==> src/design/tsa_pkg.sv <==
`default_nettype none
// ----------------------------------------------------------------------------
// tsa_pkg
// shared types and constants of the triangle strip assembler
// ----------------------------------------------------------------------------
package tsa_pkg;

	localparam int SLOT_W   = 16;
	localparam int FLAGS_W  = 16;
	localparam int VNUM_W   = 14;
	localparam int BASE_W   = 32;
	localparam int VCOUNT_W = 16;
	localparam int AREA_W   = 19;
	localparam int CFG_IDX_W  = 8;
	localparam int CFG_DATA_W = 32;

	localparam logic [SLOT_W-1:0]  SEPARATOR_CODE = 16'hFFFF;
	localparam logic [SLOT_W-1:0]  SLOT_OFFSET    = 16'd2;
	// floor(x / 6) == (x * RECIP6) >> RECIP6_SHIFT for every 16-bit x
	localparam logic [15:0]        RECIP6         = 16'd43691;
	localparam int                 RECIP6_SHIFT   = 18;
	// (6v + 5) * 4 + 12 == 4 * (6v) + 32
	localparam logic [19:0]        NORMAL_END_OFS = 20'd32;
	localparam int                 REVERSE_BIT    = 15;

	localparam logic [CFG_IDX_W-1:0] REG_VERTEX_COUNT = 8'd0;
	localparam logic [CFG_IDX_W-1:0] REG_VERTEX_AREA  = 8'd1;

	localparam logic [1:0] WINDOW_FULL = 2'd2;

	typedef struct packed {
		logic              ok;
		logic [VNUM_W-1:0] vnum;
	} slot_chk_t;

endpackage
`default_nettype wire

==> src/design/tsa_slot_check.sv <==
`default_nettype none
// ----------------------------------------------------------------------------
// tsa_slot_check
// classifies one strip record and yields its vertex number
// ----------------------------------------------------------------------------
module tsa_slot_check import tsa_pkg::*; (
	input  wire logic [SLOT_W-1:0]   vertex_slot,
	input  wire logic [FLAGS_W-1:0]  flag_word,
	input  wire logic [VCOUNT_W-1:0] vertex_count,
	input  wire logic [AREA_W-1:0]   vertex_area_bytes,
	output slot_chk_t                chk
);

	logic [SLOT_W-1:0] rel;
	logic [31:0]       prod;
	logic [VNUM_W-1:0] quot;
	logic [SLOT_W-1:0] quot_ext;
	logic [SLOT_W-1:0] six_quot;
	logic [19:0]       normal_end;

	assign rel        = vertex_slot - SLOT_OFFSET;
	assign prod       = 32'(rel) * 32'(RECIP6);
	assign quot       = prod[RECIP6_SHIFT+VNUM_W-1:RECIP6_SHIFT];
	assign quot_ext   = {2'b00, quot};
	assign six_quot   = (quot_ext << 2) + (quot_ext << 1);
	assign normal_end = {2'b00, rel, 2'b00} + NORMAL_END_OFS;

	always_comb begin
		chk.vnum = quot;
		chk.ok   = (vertex_slot != SEPARATOR_CODE)
			&& (flag_word != SEPARATOR_CODE)
			&& (vertex_slot >= SLOT_OFFSET)
			&& (six_quot == rel)
			&& (quot_ext < vertex_count)
			&& (normal_end <= {1'b0, vertex_area_bytes});
	end

endmodule
`default_nettype wire

==> src/design/triangle_strip_assembler_top.sv <==
`default_nettype none
// ----------------------------------------------------------------------------
// triangle_strip_assembler_top
// turns a stream of strip records into a list of triangles
// ----------------------------------------------------------------------------
// path: input register, then result register, which drives the triangle on m_axis
// throughput: one record per cycle unless m_axis stalls; single input and output register
// reset: arst_n clears the window, the base count, both registers and the
// valid flags; no clearing pass, the block is ready right after reset
// ----------------------------------------------------------------------------
module triangle_strip_assembler_top import tsa_pkg::*; (
	input  wire logic                  clk,
	input  wire logic                  arst_n,
	input  wire logic                  s_axis_tvalid,
	output logic                       s_axis_tready,
	input  wire logic [31:0]           s_axis_tdata,  // vertex_slot, flag_word
	input  wire logic                  s_axis_tlast,  // stream_end
	output logic                       m_axis_tvalid,
	input  wire logic                  m_axis_tready,
	output logic [79:0]                m_axis_tdata,  // corner_a, corner_b, corner_c, base_index
	input  wire logic                  cfg_valid,
	output logic                       cfg_ready,
	input  wire logic [CFG_IDX_W-1:0]  cfg_index,
	input  wire logic [CFG_DATA_W-1:0] cfg_data
);

	logic [VCOUNT_W-1:0] vertex_count_q;
	logic [AREA_W-1:0]   vertex_area_q;

	logic                s1_valid;
	logic [SLOT_W-1:0]   slot_s1;
	logic [FLAGS_W-1:0]  flags_s1;
	logic                last_s1;

	logic [VNUM_W-1:0]   older_q;
	logic [VNUM_W-1:0]   newer_q;
	logic [1:0]          fill_q;
	logic [BASE_W-1:0]   emitted_q;

	logic                out_valid_s2;
	logic [VNUM_W-1:0]   corner_a_s2;
	logic [VNUM_W-1:0]   corner_b_s2;
	logic [VNUM_W-1:0]   corner_c_s2;
	logic [BASE_W-1:0]   base_s2;

	slot_chk_t           chk;
	logic                advance;
	logic                fire;
	logic                emit;

	assign cfg_ready = 1'b1;

	always_ff @(posedge clk or negedge arst_n) begin
		if (!arst_n) begin
			vertex_count_q <= '0;
			vertex_area_q  <= '0;
		end else if (cfg_valid && cfg_ready) begin
			case (cfg_index)
				REG_VERTEX_COUNT: vertex_count_q <= cfg_data[VCOUNT_W-1:0];
				REG_VERTEX_AREA:  vertex_area_q  <= cfg_data[AREA_W-1:0];
				default: ;
			endcase
		end
	end

	assign advance       = !out_valid_s2 || m_axis_tready;
	assign s_axis_tready = !s1_valid || advance;
	assign fire          = s1_valid && advance;

	// input register
	always_ff @(posedge clk or negedge arst_n) begin
		if (!arst_n) begin
			s1_valid <= 1'b0;
		end else if (s_axis_tready) begin
			s1_valid <= s_axis_tvalid;
		end
	end

	always_ff @(posedge clk) begin
		if (s_axis_tvalid && s_axis_tready) begin
			slot_s1  <= s_axis_tdata[15:0];
			flags_s1 <= s_axis_tdata[31:16];
			last_s1  <= s_axis_tlast;
		end
	end

	tsa_slot_check u_slot_check (
		.vertex_slot       (slot_s1),
		.flag_word         (flags_s1),
		.vertex_count      (vertex_count_q),
		.vertex_area_bytes (vertex_area_q),
		.chk               (chk)
	);

	assign emit = chk.ok && (fill_q == WINDOW_FULL);

	// strip window and running base
	always_ff @(posedge clk or negedge arst_n) begin
		if (!arst_n) begin
			older_q   <= '0;
			newer_q   <= '0;
			fill_q    <= '0;
			emitted_q <= '0;
		end else if (fire) begin
			if (last_s1) begin
				older_q   <= '0;
				newer_q   <= '0;
				fill_q    <= '0;
				emitted_q <= '0;
			end else if (!chk.ok) begin
				fill_q <= '0;
			end else begin
				older_q <= newer_q;
				newer_q <= chk.vnum;
				if (emit) begin
					emitted_q <= emitted_q + BASE_W'(3);
				end else begin
					fill_q <= fill_q + 2'd1;
				end
			end
		end
	end

	// result register
	always_ff @(posedge clk or negedge arst_n) begin
		if (!arst_n) begin
			out_valid_s2 <= 1'b0;
		end else if (advance) begin
			out_valid_s2 <= fire && emit;
		end
	end

	always_ff @(posedge clk) begin
		if (fire && emit) begin
			if (flags_s1[REVERSE_BIT]) begin
				corner_a_s2 <= chk.vnum;
				corner_c_s2 <= older_q;
			end else begin
				corner_a_s2 <= older_q;
				corner_c_s2 <= chk.vnum;
			end
			corner_b_s2 <= newer_q;
			base_s2     <= emitted_q;
		end
	end

	assign m_axis_tvalid = out_valid_s2;
	assign m_axis_tdata  = {6'b000000, base_s2, corner_c_s2, corner_b_s2, corner_a_s2};

`ifndef SYNTHESIS
	a_end_clears: assert property (@(posedge clk) disable iff (!arst_n)
		(fire && last_s1) |=> (emitted_q == '0 && fill_q == '0))
		else $error("window or base not cleared after stream end");

	a_base_step: assert property (@(posedge clk) disable iff (!arst_n)
		(fire && emit && !last_s1) |=> (emitted_q == $past(emitted_q) + BASE_W'(3)))
		else $error("base index did not advance by one triangle");

	a_fill_range: assert property (@(posedge clk) disable iff (!arst_n)
		fill_q != 2'd3)
		else $error("window fill overflow");

	a_result_source: assert property (@(posedge clk) disable iff (!arst_n)
		$rose(m_axis_tvalid) |-> $past(s1_valid))
		else $error("result shown without a record in the input register");
`endif

endmodule
`default_nettype wire

==> config.mk <==
export PLATFORM = sky130hd
export DESIGN_NAME = triangle_strip_assembler_top
export DESIGN_NICKNAME = d
export VERILOG_FILES = /design/src/design/tsa_pkg.sv /design/src/design/tsa_slot_check.sv /design/src/design/triangle_strip_assembler_top.sv
export SDC_FILE = /design/constraint.sdc
export NUM_CORES = 1
export LEC_CHECK = 0
export ABC_AREA = 1
export BUFFER_PORTS_ARGS = -buffer_cell sky130_fd_sc_hd__buf_2
export CORE_UTILIZATION = 61
export CTS_CLUSTER_DIAMETER = 200
export DETAILED_ROUTE_END_ITERATION = 10
export PLACE_DENSITY = 0.79
export SYNTH_ARGS = -nofsm -noshare
export SYNTH_HDL_FRONTEND = slang
export SYNTH_SLANG_ARGS = --single-unit
==> constraint.sdc <==
create_clock -name clk -period 33.6 [get_ports clk]
set_input_delay 6.72 -clock clk [delete_from_list [all_inputs] [get_ports clk]]
set_output_delay 6.72 -clock clk [all_outputs]
set_load 0.01 [all_outputs]
# == Word-level counts from Yosys, hierarchy flattened ==
# Cells that the tools add are included.
# word_totals
register_bits,206
latch_bits,0
mem_bits_rw,0
romBits,0
output_inout_bits,83
mem_count,0
# op_classes
add_sub_neg,5
multipliers,1
n_div,0
magnitude_cmp,3
eq_ne,6
n_shift,0
muxes,12
bitwise,0
n_reduce_logical,21
# ops
op,n
2-to-1 mux 32 bit,3
2-to-1 mux 14 bit,6
"adder 32 x 2 -> 32 bit, second input constant",1
"multiplier 16 x 16 -> 32 bit, second input constant",1
"!= test 16 bit, second input constant",2
"adder 18 x 6 -> 19 bit, second input constant",1
less-or-equal comparator 19 bit,1
adder 16 x 15 -> 16 bit,1
equality test 16 bit,1
"greater-or-equal comparator 16 x 2 -> 1 bit, second input constant",1
< comparator 14 x 16 -> 1 bit,1
"subtractor 16 x 2 -> 16 bit, second input constant",1
logical AND 1 bit,9
"equality test 8 x 1 -> 1 bit, second input constant",1
logical NOT 8 bit,1
AND reduction 2 bit,4
2-to-1 mux 2 bit,3
nonzero test 2 bit,2
"!= test 3 bit, second input constant",1
AND reduction 3 bit,1
"adder 2 x 1 -> 2 bit, second input constant",1
"equality test 2 bit, second input constant",1
logical NOT 1 bit,2
logical OR 1 bit,2

# == Depth between registers and ports, before layout ==
# logic_depth
word_depth,11
depth_mapped,53

# == By module ==
# Synthesis repeated with hierarchy kept, for this count alone.
# hier_totals
cells_unflattened,1875
hier_area_um2,16006.6
# by_module_without_submodules
mod,instances,cells_per_inst,area_per_inst_um2,seq_area_each_um2
triangle_strip_assembler_top,1,759,8291.7,5690.5
tsa_slot_check,1,1116,7714.9,0.0

# == Worst setup path after synthesis ==
# Ideal clock, no wire load.
# synth_timing
path_type,input to output
from,in m_axis_tready
to,out s_axis_tready
arrival_ns,6.951
required_time_ns,26.880
slack_ns,19.929
stages,2
path_buffers,0
path_cell_list,nor2_1 -> nand2_1
# synth_via
elab_chain_cells,2
# synth_lines
element,line_no,text
"start, declared",triangle_strip_assembler_top.sv:19,"input wire logic m_axis_tready,"
logical OR 1 bit,triangle_strip_assembler_top.sv:66,assign advance = !out_valid_s2 || m_axis_tready;
logical OR 1 bit,triangle_strip_assembler_top.sv:67,assign s_axis_tready = !s1_valid || advance;
"end, declared",triangle_strip_assembler_top.sv:15,"output logic s_axis_tready,"
# No other way between the ends.

# == Worst setup path in the final report ==
# Same ends and word-level chain as after synthesis.

==> reports/qor.yml <==
drt:
  ant_nets: 0
  detail_route.wl_per_cell_um: 15.6
  via_per_inst: 5.37
  dr_total_vias: 13000
  wl_um: 38000
  first_pass_iters: 8
  drt_iter0_drc: 1207
  drc: 0
layout:
  final_cell_count_no_fill: 2430
  drive_above_1_share: 0.108
  antenna_cells: 0
  nFillCells: 2101
  final_nets: 2400
  syn_to_final_growth_pct: 10.1
  multi_input_area_um2: 8700
  regArea_um2: 5690
grt:
  grt_overflow: 0
  grt_max_degree: 59
  antenna_found_initial: 0
  grt_pass1_wl_um: 60500
  grt_pass1_vias: 12400
  track_usage: 0.287
critical_path:
  crit_top_cell: "buf_2"
  critPathLaunchType: "primary input"
  crit_path_end_kind: "output port"
  cp_slowest_cell: "nor2_1"
  cpPeakStageDelay_ns: 0.16
  path_max_fanout: 3
  crit_start: "m_axis_tready"
  cp.required_ns: 26.88
  worst-path-buf-inv: 2
  reg2reg_from: "slot_s1[1]$_DFFE_PP_"
  crit_family: "simple AND/OR/NAND/NOR gates"
  crit_chain: "buf_2, nor2_1, nand2_1, buf_2"
  critPathKind: "primary input to output port"
  cp_data_arrival_time_ns: 7.26
timing:
  slew-limit-headroom: 0.210
  setup_slack_ns: 19.62
  fin_crit_ns: 13.98
  slew_violations: 0
  fmax_ghz: 0.0716
  skew_ns: 0.0233
  final.setup.tns_ns: 0
  period_share: 0.416
  hold_viol_final: 0
  rsz0062_at_grt: "no"
  worst_slew_pin_slew_ns: 1.18
  setup_viol: 0
clock_tree:
  post-cts-setup-buffer-count: 0
  cts_resized: 0
  root_buffer: "clkbuf_16"
  cts.sinks: 206
  clk_pin_slew_worst_paths_ns: 0.06
  insertion_delay_ns: 0.51
  h-tree-depth: 1
  cts_tree: "done"
  cts_buffer_depth: 3
  cts_hold_buf: 0
  cts_made_buffers: 21
placement:
  io_buffers: 140
  place_congestion: 0.943
  dp.cells: 2392
  pre_cts_slack_ns: 19.64
  dp_hpwl_um: 30400
hold_path:
  hp-start: "emitted_q[20]$_DFFE_PN0P_"
  hp-class: "flop to flop"
synth:
  ys_ff_latch: 206
  syn_area_um2: 16100
  yosysMostFrequentCell: "nand2_1"
  ys.flop_type: "edfxtp_1"
  synthArstFlopShare: 0.481
  ys_warn_count: 0
  synth_edf_count: 107
  ys_seq_area_frac: 0.354
  synth_area_leaders: "edfxtp_1 20%, dfrtp_1 15%, ha_1 13%"
  synth_top_area_share: 0.200
  synth_cell_types: 49
  yosysTopAreaCell: "edfxtp_1"
  synth.avg_cell_area_um2: 8.26
  synth_cells: 1946
  synthTopCellsByCount: "506 x nand2_1, 377 x inv_1, 167 x ha_1"
die:
  io_pins: 161
  die_y_um: 164
  rows: 59
  start_util: 0.620
  core_um2: 25900
  dieArea_um2: 27000
  die_w_um: 164
run_status:
  status: "finished, final reports clean"
job:
  cap_violations: 0
[placed cells by master (no fill, tap or decap), types with 4 or more instances in the layout]
master	netlist	routed
a21o_1	5	5
a21oi_1	53	53
buf_2	2	139
buf_4	13	9
clkbuf_16	0	22
clkinv_1	3	6
clkinv_2	0	4
conb_1	2	7
dfrtp_1	99	99
edfxtp_1	107	107
fa_1	75	75
ha_1	167	167
inv_1	377	377
inv_2	9	9
nand2_1	506	506
nand2_2	13	13
nand3_1	96	96
nand3b_1	5	5
nand4_1	52	52
nor2_1	107	106
nor3_1	30	30
nor3b_1	5	5
nor4_1	12	12
o21ai_0	82	82
o21bai_1	4	4
or2_2	6	6
xnor2_1	12	12
xor2_1	43	43
[layer usage]
metal	up-vias	part of all wire	global-route usage
met2	433	0.47	0.484
met5	-	0	0
met1	6061	0.44	0.384
li1	6473	-	-
met3	75	0.061	0.0369
met4	0	0.033	0.0875
[path summary, 6_finish.rpt]
check | slack (ns) | endpoint | cells past startpoint
min in group asynchronous | 6.21 | emitted_q[28]$_DFFE_PN0P_ | 1
max in group asynchronous | 26.25 | vertex_area_q[16]$_DFFE_PN0P_ | 2
min reg2reg | 0.47 | base_s2[20]$_DFFE_PP_ | 0
max reg2reg | 22.42 | corner_a_s2[2]$_DFFE_PP_ | 43
max | 19.62 | s_axis_tready | 4
min | 0.47 | base_s2[20]$_DFFE_PP_ | 0
[worst reg2reg max path: cells and delay by family, from the launching register on]
family | cells | cell delay (ns)
fa+ha+maj | 9 | 3.85
simple gates | 19 | 2.95
buf+inv | 9 | 1.62
xor+xnor | 2 | 1.02
compound gates | 4 | 0.81
flops | 1 | 0.51
[cell type report]
| type | instances | share of cell area |
|---|---|---|
| Inverter | 389 | 0.0825 |
| Timing Repair Buffer | 148 | 0.0431 |
| Sequential cell | 206 | 0.322 |
| Multi-Input combinational cell | 1314 | 0.491 |
| Tap cell | 335 | 0.0237 |
| Clock buffer | 28 | 0.0341 |
| Clock inverter | 10 | 0.00361 |
[stage by stage]
stage | utilization | hold slack, ns | area (µm²)
floorplan | - | 0.423 | 16100
global placement | 0.657 | 0.462 | 17000
detailed placement | 0.657 | 0.464 | 17000
CTS | 0.683 | 0.472 | 17700
global route | 0.683 | 0.487 | 17700
finish | 0.683 | 0.474 | 17700
[flip-flops by register name, summed over array words and instances (netlist names), 2 cells and up]
name,flops
base_s2,32
corner_a_s2,14
corner_b_s2,14
corner_c_s2,14
emitted_q,32
fill_q,2
flags_s1,16
newer_q,14
older_q,14
slot_s1,16
vertex_area_q,19
vertex_count_q,16
[kinds of logic (layout without fill, tap and decap cells)]
logic type | after synthesis | in the layout | share of synthesized area
mux | 3 | 3 | 0.00210
fa+ha+maj | 242 | 242 | 0.224
simple gates | 848 | 848 | 0.228
flops | 206 | 206 | 0.354
xor+xnor | 56 | 56 | 0.0310
buf+inv | 431 | 575 | 0.106
other cells | 2 | 7 | 0.000467
compound gates | 158 | 158 | 0.0544
Power is not shown: default switching activity piles up to over one toggle a cycle in this logic, so the estimate is an artifact.
